### src/hw/rtl/erie_pkg.sv
// Shared types and constants of the eight-bit RISC instruction executor.
`default_nettype none
package erie_pkg;

  // Architectural register count, fixed by the ISA
  localparam int unsigned REG_COUNT = 16;
  localparam int unsigned REG_IDX_W = $clog2(REG_COUNT);

  // Queue between front and back; depth must be a power of two
  localparam int unsigned QUEUE_DEPTH = 2;
  localparam int unsigned QPTR_W      = $clog2(QUEUE_DEPTH);

  // Item kinds on the input channel
  typedef enum logic [2:0] {
    KIND_EXEC = 3'd0,
    KIND_WREG = 3'd1,
    KIND_WMEM = 3'd2,
    KIND_RMEM = 3'd3,
    KIND_RREG = 3'd4
  } kind_t;

  // Internal operations; the first sixteen match the instruction opcodes
  typedef enum logic [4:0] {
    OP_ADD  = 5'd0,
    OP_SUB  = 5'd1,
    OP_MUL  = 5'd2,
    OP_INC  = 5'd3,
    OP_AND  = 5'd4,
    OP_OR   = 5'd5,
    OP_XOR  = 5'd6,
    OP_NOT  = 5'd7,
    OP_SHL  = 5'd8,
    OP_SHR  = 5'd9,
    OP_LI   = 5'd10,
    OP_LD   = 5'd11,
    OP_ST   = 5'd12,
    OP_JMP  = 5'd13,
    OP_BEQZ = 5'd14,
    OP_HALT = 5'd15,
    OP_WREG = 5'd16,
    OP_WMEM = 5'd17,
    OP_RMEM = 5'd18,
    OP_RREG = 5'd19,
    OP_NOP  = 5'd20
  } op_t;

  // Instruction class reported with each result
  typedef enum logic [2:0] {
    CLS_ARITH = 3'd0,
    CLS_LOGIC = 3'd1,
    CLS_SHIFT = 3'd2,
    CLS_MEM   = 3'd3,
    CLS_CTRL  = 3'd4,
    CLS_HALT  = 3'd5,
    CLS_NONE  = 3'd6
  } class_t;

  // Back-end sequencer states
  typedef enum logic [1:0] {
    BK_READ = 2'd0,
    BK_EXEC = 2'd1,
    BK_MEM  = 2'd2
  } back_st_t;

  // Classified item as it travels through the queue
  typedef struct packed {
    op_t                  op;
    class_t               cls;
    logic [REG_IDX_W-1:0] rd;
    logic [REG_IDX_W-1:0] ra;
    logic [REG_IDX_W-1:0] rb;
    logic [7:0]           imm;
    logic [7:0]           addr;
    logic [7:0]           value;
  } dec_t;

  // One queue beat with its valid flag
  typedef struct packed {
    logic valid;
    dec_t entry;
  } q_beat_t;

  // Result register contents
  typedef struct packed {
    logic [7:0]           next_pc;
    logic                 halted;
    logic                 reg_written;
    logic [REG_IDX_W-1:0] dest_reg;
    logic [7:0]           reg_result;
    logic                 mem_written;
    logic [7:0]           store_address;
    logic [7:0]           store_value;
    logic [7:0]           read_value;
    class_t               instr_class;
  } res_t;

endpackage
`default_nettype wire

### src/hw/rtl/erie_item_if.sv
// Input channel of the executor: handshake and item fields.
`default_nettype none
interface erie_item_if;
  logic              valid;
  logic              ready;
  logic [2:0]        kind;
  logic [15:0]       instruction;
  logic [3:0]        reg_select;
  logic [7:0]        mem_address;
  logic signed [7:0] load_value;

  modport source (
    output valid, kind, instruction, reg_select, mem_address, load_value,
    input  ready
  );

  modport sink (
    input  valid, kind, instruction, reg_select, mem_address, load_value,
    output ready
  );
endinterface
`default_nettype wire

### src/hw/rtl/erie_result_if.sv
// Output channel of the executor: handshake and result fields.
`default_nettype none
interface erie_result_if;
  logic              valid;
  logic              ready;
  logic [7:0]        next_pc;
  logic              halted;
  logic              reg_written;
  logic [3:0]        dest_reg;
  logic signed [7:0] reg_result;
  logic              mem_written;
  logic [7:0]        store_address;
  logic signed [7:0] store_value;
  logic signed [7:0] read_value;
  logic [2:0]        instr_class;

  modport source (
    output valid, next_pc, halted, reg_written, dest_reg, reg_result,
           mem_written, store_address, store_value, read_value, instr_class,
    input  ready
  );

  modport sink (
    input  valid, next_pc, halted, reg_written, dest_reg, reg_result,
           mem_written, store_address, store_value, read_value, instr_class,
    output ready
  );
endinterface
`default_nettype wire

### src/hw/rtl/erie_front.sv
// Front end: accepts input beats and classifies them for the back end.
`default_nettype none
module erie_front (
  erie_item_if.sink          item,
  input  logic               full,
  output erie_pkg::q_beat_t  push
);

  erie_pkg::dec_t dec;

  // Accept whenever the queue has room
  assign item.ready = !full;

  // Classify the beat
  always_comb begin
    dec.op    = erie_pkg::OP_NOP;
    dec.cls   = erie_pkg::CLS_NONE;
    dec.rd    = item.instruction[11:8];
    dec.ra    = item.instruction[7:4];
    dec.rb    = item.instruction[3:0];
    dec.imm   = item.instruction[7:0];
    dec.addr  = item.mem_address;
    dec.value = item.load_value;
    case (item.kind)
      erie_pkg::KIND_EXEC: begin
        dec.op = erie_pkg::op_t'({1'b0, item.instruction[15:12]});
        case (dec.op) inside
          [erie_pkg::OP_ADD:erie_pkg::OP_INC]: dec.cls = erie_pkg::CLS_ARITH;
          [erie_pkg::OP_AND:erie_pkg::OP_NOT]: dec.cls = erie_pkg::CLS_LOGIC;
          [erie_pkg::OP_SHL:erie_pkg::OP_SHR]: dec.cls = erie_pkg::CLS_SHIFT;
          [erie_pkg::OP_LI:erie_pkg::OP_ST]:   dec.cls = erie_pkg::CLS_MEM;
          [erie_pkg::OP_JMP:erie_pkg::OP_BEQZ]: dec.cls = erie_pkg::CLS_CTRL;
          erie_pkg::OP_HALT:                   dec.cls = erie_pkg::CLS_HALT;
          default:                             dec.cls = erie_pkg::CLS_NONE;
        endcase
        // Second read port carries rd for ops that read it
        if (dec.op inside {erie_pkg::OP_INC, erie_pkg::OP_ST, erie_pkg::OP_BEQZ}) begin
          dec.rb = item.instruction[11:8];
        end
        // Jump offset sits one nibble higher
        if (dec.op == erie_pkg::OP_JMP) begin
          dec.imm = item.instruction[11:4];
        end
      end
      erie_pkg::KIND_WREG: begin
        dec.op = erie_pkg::OP_WREG;
        dec.rd = item.reg_select;
      end
      erie_pkg::KIND_WMEM: dec.op = erie_pkg::OP_WMEM;
      erie_pkg::KIND_RMEM: dec.op = erie_pkg::OP_RMEM;
      erie_pkg::KIND_RREG: begin
        dec.op = erie_pkg::OP_RREG;
        dec.ra = item.reg_select;
      end
      default: dec.op = erie_pkg::OP_NOP;
    endcase
  end

  assign push.valid = item.valid && !full;
  assign push.entry = dec;

endmodule
`default_nettype wire

### src/hw/rtl/erie_queue.sv
// Short FIFO of classified items between front and back end.
`default_nettype none
module erie_queue (
  input  logic               clk,
  input  logic               rst,
  input  erie_pkg::q_beat_t  push,
  input  logic               pop,
  output erie_pkg::q_beat_t  head,
  output logic               full
);

  erie_pkg::dec_t                slots [erie_pkg::QUEUE_DEPTH];
  logic [erie_pkg::QPTR_W-1:0]   wr_ptr;
  logic [erie_pkg::QPTR_W-1:0]   rd_ptr;
  logic [erie_pkg::QPTR_W:0]     count;
  logic                          do_push;
  logic                          do_pop;

  assign full       = (count == (erie_pkg::QPTR_W+1)'(erie_pkg::QUEUE_DEPTH));
  assign head.valid = (count != '0);
  assign head.entry = slots[rd_ptr];
  assign do_push    = push.valid && !full;
  assign do_pop     = pop && head.valid;

  // Advance pointers and occupancy
  always_ff @(posedge clk) begin
    if (rst) begin
      wr_ptr <= '0;
      rd_ptr <= '0;
      count  <= '0;
    end else begin
      if (do_push) wr_ptr <= wr_ptr + 1'b1;
      if (do_pop)  rd_ptr <= rd_ptr + 1'b1;
      case ({do_push, do_pop})
        2'b10:   count <= count + 1'b1;
        2'b01:   count <= count - 1'b1;
        default: count <= count;
      endcase
    end
  end

  // Store the pushed beat
  always_ff @(posedge clk) begin
    if (do_push) slots[wr_ptr] <= push.entry;
  end

endmodule
`default_nettype wire

### src/hw/rtl/erie_back.sv
// Back end: register file, data store and the execute sequencer.
`default_nettype none
module erie_back #(
  parameter int DATA_DEPTH = 256
) (
  input  logic               clk,
  input  logic               rst,
  input  erie_pkg::q_beat_t  head,
  output logic               pop,
  erie_result_if.source      result
);

  localparam int IDX_W = $clog2(DATA_DEPTH);

  erie_pkg::back_st_t st, st_next;
  erie_pkg::dec_t     cur;
  erie_pkg::res_t     out_q, res;

  // Register file and data store with reset-clear valid bits
  logic [7:0]                     rf     [erie_pkg::REG_COUNT];
  logic [erie_pkg::REG_COUNT-1:0] rf_vld;
  logic [7:0]                     dmem   [DATA_DEPTH];
  logic [DATA_DEPTH-1:0]          dmem_vld;

  logic [7:0]       pc, pc_next;
  logic             halt_flag, halt_next;
  logic             out_valid;
  logic [7:0]       op_a, op_b;
  logic [7:0]       mem_q;
  logic             mem_vq;
  logic [7:0]       mem_byte;

  logic             run, out_ok, commit, mrd;
  logic [7:0]       sext, mem_raw, eff_raw;
  logic [IDX_W-1:0] eff_idx, rd_idx;
  logic [15:0]      prod;
  logic             rf_we, dm_we;
  logic [IDX_W-1:0] mod_lut [256];

  // Byte address to store index: constant table of address mod depth
  for (genvar i = 0; i < 256; i++) begin : g_mod
    assign mod_lut[i] = IDX_W'(i % DATA_DEPTH);
  end

  assign mem_byte = mem_vq ? mem_q : 8'h00;
  assign out_ok   = !out_valid || result.ready;
  assign run      = (cur.op inside {[erie_pkg::OP_ADD:erie_pkg::OP_HALT]}) && !halt_flag;
  assign sext     = {{4{cur.imm[3]}}, cur.imm[3:0]};
  assign mem_raw  = op_a + sext;
  assign eff_raw  = (cur.op == erie_pkg::OP_LD || cur.op == erie_pkg::OP_ST) ?
                    mem_raw : cur.addr;
  assign eff_idx  = mod_lut[eff_raw];
  assign rd_idx   = pop ? mod_lut[head.entry.addr] : eff_idx;
  assign prod     = 16'(op_a) * 16'(op_b);

  // Sequence: read registers, execute, optional data store read
  always_comb begin
    st_next = st;
    pop     = 1'b0;
    mrd     = 1'b0;
    commit  = 1'b0;
    case (st)
      erie_pkg::BK_READ: begin
        if (head.valid) begin
          pop     = 1'b1;
          st_next = erie_pkg::BK_EXEC;
        end
      end
      erie_pkg::BK_EXEC: begin
        if (run && cur.op == erie_pkg::OP_LD) begin
          mrd     = 1'b1;
          st_next = erie_pkg::BK_MEM;
        end else if (out_ok) begin
          commit  = 1'b1;
          st_next = erie_pkg::BK_READ;
        end
      end
      erie_pkg::BK_MEM: begin
        if (out_ok) begin
          commit  = 1'b1;
          st_next = erie_pkg::BK_READ;
        end
      end
      default: st_next = erie_pkg::BK_READ;
    endcase
  end

  // Compute the result of the current item
  always_comb begin
    res               = '0;
    res.instr_class   = erie_pkg::CLS_NONE;
    pc_next           = pc;
    halt_next         = halt_flag;
    rf_we             = 1'b0;
    dm_we             = 1'b0;
    if (run) begin
      res.instr_class = cur.cls;
      res.dest_reg    = cur.rd;
      rf_we           = 1'b1;
      pc_next         = pc + 8'd2;
      case (cur.op)
        erie_pkg::OP_ADD:  res.reg_result = op_a + op_b;
        erie_pkg::OP_SUB:  res.reg_result = op_a - op_b;
        erie_pkg::OP_MUL:  res.reg_result = prod[7:0];
        erie_pkg::OP_INC:  res.reg_result = op_b + 8'd1;
        erie_pkg::OP_AND:  res.reg_result = op_a & op_b;
        erie_pkg::OP_OR:   res.reg_result = op_a | op_b;
        erie_pkg::OP_XOR:  res.reg_result = op_a ^ op_b;
        erie_pkg::OP_NOT:  res.reg_result = ~op_a;
        erie_pkg::OP_SHL:  res.reg_result = cur.imm[3] ? 8'h00 : (op_a << cur.imm[2:0]);
        erie_pkg::OP_SHR:  res.reg_result = cur.imm[3] ? 8'h00 : (op_a >> cur.imm[2:0]);
        erie_pkg::OP_LI:   res.reg_result = cur.imm;
        erie_pkg::OP_LD:   res.reg_result = mem_byte;
        erie_pkg::OP_ST: begin
          rf_we             = 1'b0;
          dm_we             = 1'b1;
          res.dest_reg      = '0;
          res.mem_written   = 1'b1;
          res.store_address = 8'(eff_idx);
          res.store_value   = op_b;
        end
        erie_pkg::OP_JMP: begin
          rf_we        = 1'b0;
          res.dest_reg = '0;
          pc_next      = pc + 8'd2 + {cur.imm[6:0], 1'b0};
        end
        erie_pkg::OP_BEQZ: begin
          rf_we        = 1'b0;
          res.dest_reg = '0;
          if (op_b == 8'h00) pc_next = pc + 8'd2 + {cur.imm[6:0], 1'b0};
        end
        default: begin
          rf_we        = 1'b0;
          res.dest_reg = '0;
          halt_next    = 1'b1;
        end
      endcase
      res.reg_written = rf_we;
    end else begin
      case (cur.op)
        erie_pkg::OP_WREG: begin
          rf_we           = 1'b1;
          res.reg_written = 1'b1;
          res.dest_reg    = cur.rd;
          res.reg_result  = cur.value;
        end
        erie_pkg::OP_WMEM: begin
          dm_we             = 1'b1;
          res.mem_written   = 1'b1;
          res.store_address = 8'(eff_idx);
          res.store_value   = cur.value;
        end
        erie_pkg::OP_RMEM: res.read_value = mem_byte;
        erie_pkg::OP_RREG: res.read_value = op_a;
        default:           res.read_value = 8'h00;
      endcase
    end
    res.next_pc = pc_next;
    res.halted  = halt_next;
  end

  // Control state, architectural state and result valid
  always_ff @(posedge clk) begin
    if (rst) begin
      st        <= erie_pkg::BK_READ;
      pc        <= 8'h00;
      halt_flag <= 1'b0;
      out_valid <= 1'b0;
      rf_vld    <= '0;
      dmem_vld  <= '0;
    end else begin
      st <= st_next;
      if (commit) begin
        pc        <= pc_next;
        halt_flag <= halt_next;
        out_valid <= 1'b1;
        if (rf_we) rf_vld[res.dest_reg] <= 1'b1;
        if (dm_we) dmem_vld[eff_idx]    <= 1'b1;
      end else if (result.ready) begin
        out_valid <= 1'b0;
      end
    end
  end

  // Register file: two registered reads, one write
  always_ff @(posedge clk) begin
    if (pop) begin
      op_a <= rf_vld[head.entry.ra] ? rf[head.entry.ra] : 8'h00;
      op_b <= rf_vld[head.entry.rb] ? rf[head.entry.rb] : 8'h00;
      cur  <= head.entry;
    end
    if (commit && rf_we) rf[res.dest_reg] <= res.reg_result;
  end

  // Data store: one registered read, one write
  always_ff @(posedge clk) begin
    if (pop || mrd) begin
      mem_q  <= dmem[rd_idx];
      mem_vq <= dmem_vld[rd_idx];
    end
    if (commit && dm_we) dmem[eff_idx] <= res.store_value;
  end

  // Hold the result beat until taken
  always_ff @(posedge clk) begin
    if (commit) out_q <= res;
  end

  assign result.valid         = out_valid;
  assign result.next_pc       = out_q.next_pc;
  assign result.halted        = out_q.halted;
  assign result.reg_written   = out_q.reg_written;
  assign result.dest_reg      = out_q.dest_reg;
  assign result.reg_result    = out_q.reg_result;
  assign result.mem_written   = out_q.mem_written;
  assign result.store_address = out_q.store_address;
  assign result.store_value   = out_q.store_value;
  assign result.read_value    = out_q.read_value;
  assign result.instr_class   = out_q.instr_class;

endmodule
`default_nettype wire

### src/hw/rtl/eight_bit_risc_instruction_executor.sv
// Top level of the eight-bit RISC instruction executor.
// Executes one 16-bit instruction (or one register or data byte access) per
// item and returns one result beat per item. A front end classifies each beat
// into a two-entry queue, so input beats keep being taken while the back end
// works. For each item the back end does a registered register-file read,
// then execute and commit; loads add a registered data store read
// before commit. The result sits in an output register, so the next item
// proceeds while a finished result waits. Reset takes effect at once: register
// file and data store read as zero until written, tracked by per-entry valid
// bits, with no clearing pass. Data addresses wrap modulo 256 and then modulo
// DATA_DEPTH.
`default_nettype none
module eight_bit_risc_instruction_executor #(
  parameter int DATA_DEPTH = 256
) (
  input  logic          clk,
  input  logic          rst,
  erie_item_if.sink     item,
  erie_result_if.source result
);

  erie_pkg::q_beat_t push;
  erie_pkg::q_beat_t head;
  logic              full;
  logic              pop;

  erie_front u_front (
    .item (item),
    .full (full),
    .push (push)
  );

  erie_queue u_queue (
    .clk  (clk),
    .rst  (rst),
    .push (push),
    .pop  (pop),
    .head (head),
    .full (full)
  );

  erie_back #(
    .DATA_DEPTH (DATA_DEPTH)
  ) u_back (
    .clk    (clk),
    .rst    (rst),
    .head   (head),
    .pop    (pop),
    .result (result)
  );

endmodule
`default_nettype wire

### src/flat_wrapper.sv
// flat-port wrapper written by rule: the top's interface ports become plain ports
module eight_bit_risc_instruction_executor_flat 
#(
  parameter int DATA_DEPTH = 256
)
  (clk, rst, item_valid, item_kind, item_instruction, item_reg_select, item_mem_address, item_load_value, item_ready, result_valid, result_next_pc, result_halted, result_reg_written, result_dest_reg, result_reg_result, result_mem_written, result_store_address, result_store_value, result_read_value, result_instr_class, result_ready);
  erie_item_if item_i ();
  erie_result_if result_i ();
  input  logic clk;
  input  logic rst;
  input wire logic [$bits(item_i.valid)-1:0] item_valid;
  input wire logic [$bits(item_i.kind)-1:0] item_kind;
  input wire logic [$bits(item_i.instruction)-1:0] item_instruction;
  input wire logic [$bits(item_i.reg_select)-1:0] item_reg_select;
  input wire logic [$bits(item_i.mem_address)-1:0] item_mem_address;
  input wire logic [$bits(item_i.load_value)-1:0] item_load_value;
  output wire logic [$bits(item_i.ready)-1:0] item_ready;
  output wire logic [$bits(result_i.valid)-1:0] result_valid;
  output wire logic [$bits(result_i.next_pc)-1:0] result_next_pc;
  output wire logic [$bits(result_i.halted)-1:0] result_halted;
  output wire logic [$bits(result_i.reg_written)-1:0] result_reg_written;
  output wire logic [$bits(result_i.dest_reg)-1:0] result_dest_reg;
  output wire logic [$bits(result_i.reg_result)-1:0] result_reg_result;
  output wire logic [$bits(result_i.mem_written)-1:0] result_mem_written;
  output wire logic [$bits(result_i.store_address)-1:0] result_store_address;
  output wire logic [$bits(result_i.store_value)-1:0] result_store_value;
  output wire logic [$bits(result_i.read_value)-1:0] result_read_value;
  output wire logic [$bits(result_i.instr_class)-1:0] result_instr_class;
  input wire logic [$bits(result_i.ready)-1:0] result_ready;
  assign item_i.valid = item_valid;
  assign item_i.kind = item_kind;
  assign item_i.instruction = item_instruction;
  assign item_i.reg_select = item_reg_select;
  assign item_i.mem_address = item_mem_address;
  assign item_i.load_value = item_load_value;
  assign item_ready = item_i.ready;
  assign result_valid = result_i.valid;
  assign result_next_pc = result_i.next_pc;
  assign result_halted = result_i.halted;
  assign result_reg_written = result_i.reg_written;
  assign result_dest_reg = result_i.dest_reg;
  assign result_reg_result = result_i.reg_result;
  assign result_mem_written = result_i.mem_written;
  assign result_store_address = result_i.store_address;
  assign result_store_value = result_i.store_value;
  assign result_read_value = result_i.read_value;
  assign result_instr_class = result_i.instr_class;
  assign result_i.ready = result_ready;
  eight_bit_risc_instruction_executor #(.DATA_DEPTH(DATA_DEPTH)) u_core (.clk(clk), .rst(rst), .item(item_i), .result(result_i));
endmodule
### config.mk
export PLATFORM = sky130hd
export DESIGN_NAME = eight_bit_risc_instruction_executor_flat
export DESIGN_NICKNAME = d
export VERILOG_FILES = /design/src/hw/rtl/erie_pkg.sv /design/src/hw/rtl/erie_item_if.sv /design/src/hw/rtl/erie_result_if.sv /design/src/hw/rtl/erie_front.sv /design/src/hw/rtl/erie_queue.sv /design/src/hw/rtl/erie_back.sv /design/src/hw/rtl/eight_bit_risc_instruction_executor.sv /design/src/flat_wrapper.sv
export SDC_FILE = /design/constraint.sdc
export NUM_CORES = 2
export LEC_CHECK = 0
export BUFFER_PORTS_ARGS = -buffer_cell sky130_fd_sc_hd__buf_2
export CAP_MARGIN = 20
export CORE_MARGIN = 4
export CORE_UTILIZATION = 45
export DETAILED_ROUTE_END_ITERATION = 7
export PLACE_DENSITY = 0.72
export RECOVER_POWER = 50
export SYNTH_ARGS = -nofsm -noshare
export SYNTH_HDL_FRONTEND = slang
export SYNTH_HIERARCHICAL = 1
export SYNTH_SLANG_ARGS = --single-unit
### constraint.sdc
create_clock -name clk -period 15.8 [get_ports clk]
set_input_delay 1.58 -clock clk [delete_from_list [all_inputs] [get_ports clk]]
set_output_delay 1.58 -clock clk [all_outputs]
set_load 0.02 [all_outputs]
==> results.tsv <==
stage	metric	value	unit
pwr	vdd_drop_max	0.447	mV
critical_path	regToRegStartpoint	u_core/u_back/cur[43]	
sta	maxSlewHeadroom	-450	%
cells_and_area	fillCellCount	19816	
routing	drtAntennaViolNets	0	
synth	syn_nets	8512	
cells_and_area	area_growth	11.0	%
sta	tns	0	ns
pwr	powerDensity	222	nW/um^2
pwr	switchingPower	11.6	mW
critical_path	crit_fanout	87	
routing	drc	0	
pwr	power.share.switching	43.1	%
synth	avgSynthCellArea	13.1	sq um
floorplanning	top_level_ports	95	
routing	wirelength	315000	um
flow_run	drv_cap	33	
placed_design	port_buffers	93	
critical_path	critical_path_class	register to register	
cells_and_area	layout.nets	8512	
clocking	cts_setup_buffers	0	
grt	grt_use_total	24.3	%
pwr	p_total	27.0	mW
routing	drtIter0Drc	11343	
grt	grt_pass1_wl	458000	um
status	status	finished, violations left	
grt	grt-ovfl-total	0	
pwr	pwr-share-seq	30.9	%
pwr	pwr-share-comb	46.0	%
sta	tightestPinTransition	8.25	ns
min_path	hold_path_class	register to register	
sta	rsz0062_at_grt	false	
sta	fmax	93.5	MHz
cells_and_area	final_cells	11776	
sta	slew_violations	2135	
clocking	clkSlewWorstSetupHoldPaths	0.06	ns
floorplanning	die_width	502	um
critical_path	required	15.91	ns
sta	final-hold-violation-count	0	
min_path	worstHoldPathCells	2	
synth	ys_async_sr_fraction	0	%
synth	yosysTopAreaCellShare	65.0	%
floorplanning	start_util	45.4	%
status	violations	capacitance limit, slew limit	
sta	period_share	67.7	%
cells_and_area	regMostFlops	u_core/u_back/dmem	
floorplanning	dieArea	252000	sq um
placed_design	placedCellCount	11270	
routing	via_per_inst	6.21	
cells_and_area	final_cell_mix	edfxtp_1 (2374), nand2_1 (1530), a21oi_1 (781)	
synth	synth_top_area_cell	edfxtp_1	
floorplanning	coreArea	241000	sq um
critical_path	r2r_slack	5.11	ns
pwr	intPower	15.4	mW
sta	fin_skew	0.0863	ns
critical_path	r2r_end	u_core/u_back/dmem[222][0]	
floorplanning	die_h	502	um
critical_path	critical_path_arrival	10.81	ns
synth	ys_seq_area_share	70.3	%
sta	setup_violations	0	
synth	yosysUniqueCellTypes	83	
synth	synth_flop_cell	edfxtp_1	
synth	syn_area	110000	sq um
clocking	htreeDepth	5	
placed_design	place.gp.congestion	0.935	
cells_and_area	biggestRegsByFlops	u_core/u_back/dmem: 2048 flops, u_core/u_back/dmem_vld: 256 flops, u_core/u_back/rf: 128 flops	
clocking	clockBufferDepth	4	
synth	synthTopCellsByArea	edfxtp_1 (65%), dfxtp_1 (5.3%), nand2_1 (5.2%)	
grt	grt_max_degree	180	
clocking	cts_tree	built	
routing	firstDrtPassIters	8	
pwr	power_leakage	40.1	nW
routing	wl_per_cell	26.7	um
min_path	min_to	u_core/u_back/dmem_vld[4]	
critical_path	cp-end-kind	register	
synth	ys_ff_latch	2662	
placed_design	place_hpwl	188000	um
min_path	worstHoldStart	u_core/u_back/dmem_vld[4]	
synth	synth_edf_count	2374	
floorplanning	rows	180	
routing	num_vias	73110	
clocking	cts_root_buf	clkbuf_16	
cells_and_area	drive_gt1_share	9.55	%
grt	antenna_found_initial	14	
critical_path	start_kind	register	
clocking	cts_resized	0	
synth	syn_inst	8387	
grt	grt_pass1_vias	68895	
critical_path	reg2reg_depth	6	
clocking	clock_latency	0.95	ns
sta	fin_crit	10.69	ns
clocking	cts.sinks	2662	
cells_and_area	largest_reg_flops	2048	
pwr	p_clk_share	23.1	%
synth	yosys_warnings	6	
clocking	holdBufCountCts	0	
clocking	cts_buffers	280	
cells_and_area	layout.cells.most_common	edfxtp_1	
[metal layers]
layer  GRT usage [%]  part of all wire, %
met5          0.0965                0.014
met4            10.1                  4.5
met3            6.23                   13
met2            36.8                   45
met1            33.4                   37
[layout make-up]
type	count	area, sq um	share of cell area [%]
diodes	12	30.0	0.0247
well taps	3185	3990	3.27
flip-flops and latches	2662	77100	63.3
repair buffers	285	1790	1.47
inverters	78	293	0.241
clock inverters	124	1030	0.850
multi-input cells	5080	30000	24.7
clock buffers	350	7490	6.15
[synth_stat cells, drive strengths merged (6+ instances only)]
| library cell | number |
|---|---|
| a2111oi | 7 |
| a211o | 6 |
| a211oi | 45 |
| a21o | 8 |
| a21oi | 785 |
| a221oi | 110 |
| a22o | 23 |
| a22oi | 159 |
| a31oi | 35 |
| a32oi | 9 |
| and2 | 8 |
| and3 | 28 |
| buf | 263 |
| clkbuf | 304 |
| dfxtp | 288 |
| edfxtp | 2374 |
| fa | 16 |
| ha | 66 |
| inv | 75 |
| mux2 | 74 |
| mux2i | 107 |
| mux4 | 195 |
| nand2 | 1530 |
| nand2b | 9 |
| nand3 | 657 |
| nand4 | 51 |
| nor2 | 718 |
| nor2b | 25 |
| nor3 | 55 |
| nor3b | 6 |
| nor4 | 28 |
| o2111ai | 19 |
| o211ai | 27 |
| o21a | 9 |
| o21ai | 102 |
| o21bai | 8 |
| o22ai | 27 |
| o31ai | 7 |
| or2 | 13 |
| or3 | 11 |
| xnor2 | 31 |
| xor2 | 13 |
[per-stage QoR]
| step | hold slack, ns | setup WS [ns] | util (%) | area, sq um |
|---|---|---|---|---|
| floorplan | 0.429 | 1.94 | - | 110000 |
| global placement | 0.441 | 8.57 | 46.9 | 113000 |
| detailed placement | 0.451 | 8.43 | 47.0 | 113000 |
| CTS | 0.465 | 8.46 | 50.5 | 122000 |
| global route | 0.485 | 4.67 | 50.4 | 122000 |
| finish | 0.465 | 5.11 | 50.4 | 122000 |
[logic make-up (layout without fill, tap and decap cells)]
family                     count (synthesis)  after routing  share of synthesized area [%]
DFF                                     2662           2662                           70.3
adders and majority gates                 82             82                           1.05
buffers and inverters                    645            837                           2.51
and+or+nand+nor                         3153           3153                           12.2
muxes                                    376            376                           5.75
xor gates and xnor gates                  44             44                          0.351
other                                      1             13                        0.00342
AOI/OAI and AO/OA                       1424           1424                           7.91
[critical path: stages, from the launching register on]
cell and delay, ns:
edfxtp_1 0.61, or2_0 0.56, or3_1 0.47, clkbuf_1 0.40, o21ai_0 2.24, clkbuf_1 2.56
clkbuf_1 2.85
[power groups by stage]
stage,combinational (mW),sequential (mW),clock [mW]
after floorplan,7.92,8.52,0
after global placement,11.8,8.42,0
after detailed placement,12.0,8.42,0
after CTS,12.1,8.27,6.29
after global routing,13.1,8.34,6.60
final,12.4,8.34,6.22
[worst max-delay path by stage]
stage / startpoint / depth (start not counted) / slack [ns] / to
floorplan: u_core/u_back/cur[43] / 7 / 1.94 / u_core/u_back/dmem[0][4]
global placement: u_core/u_back/st[0] / 16 / 8.57 / u_core/u_back/mem_q[2]
detailed placement: u_core/u_back/st[0] / 16 / 8.43 / u_core/u_back/mem_q[2]
CTS: u_core/u_back/st[0] / 16 / 8.46 / u_core/u_back/mem_q[2]
global route: u_core/u_back/cur[43] / 6 / 4.67 / u_core/u_back/dmem[204][0]
finish: u_core/u_back/cur[43] / 6 / 5.11 / u_core/u_back/dmem[222][0]
Note: power is estimated with default switching activity, not from simulation.
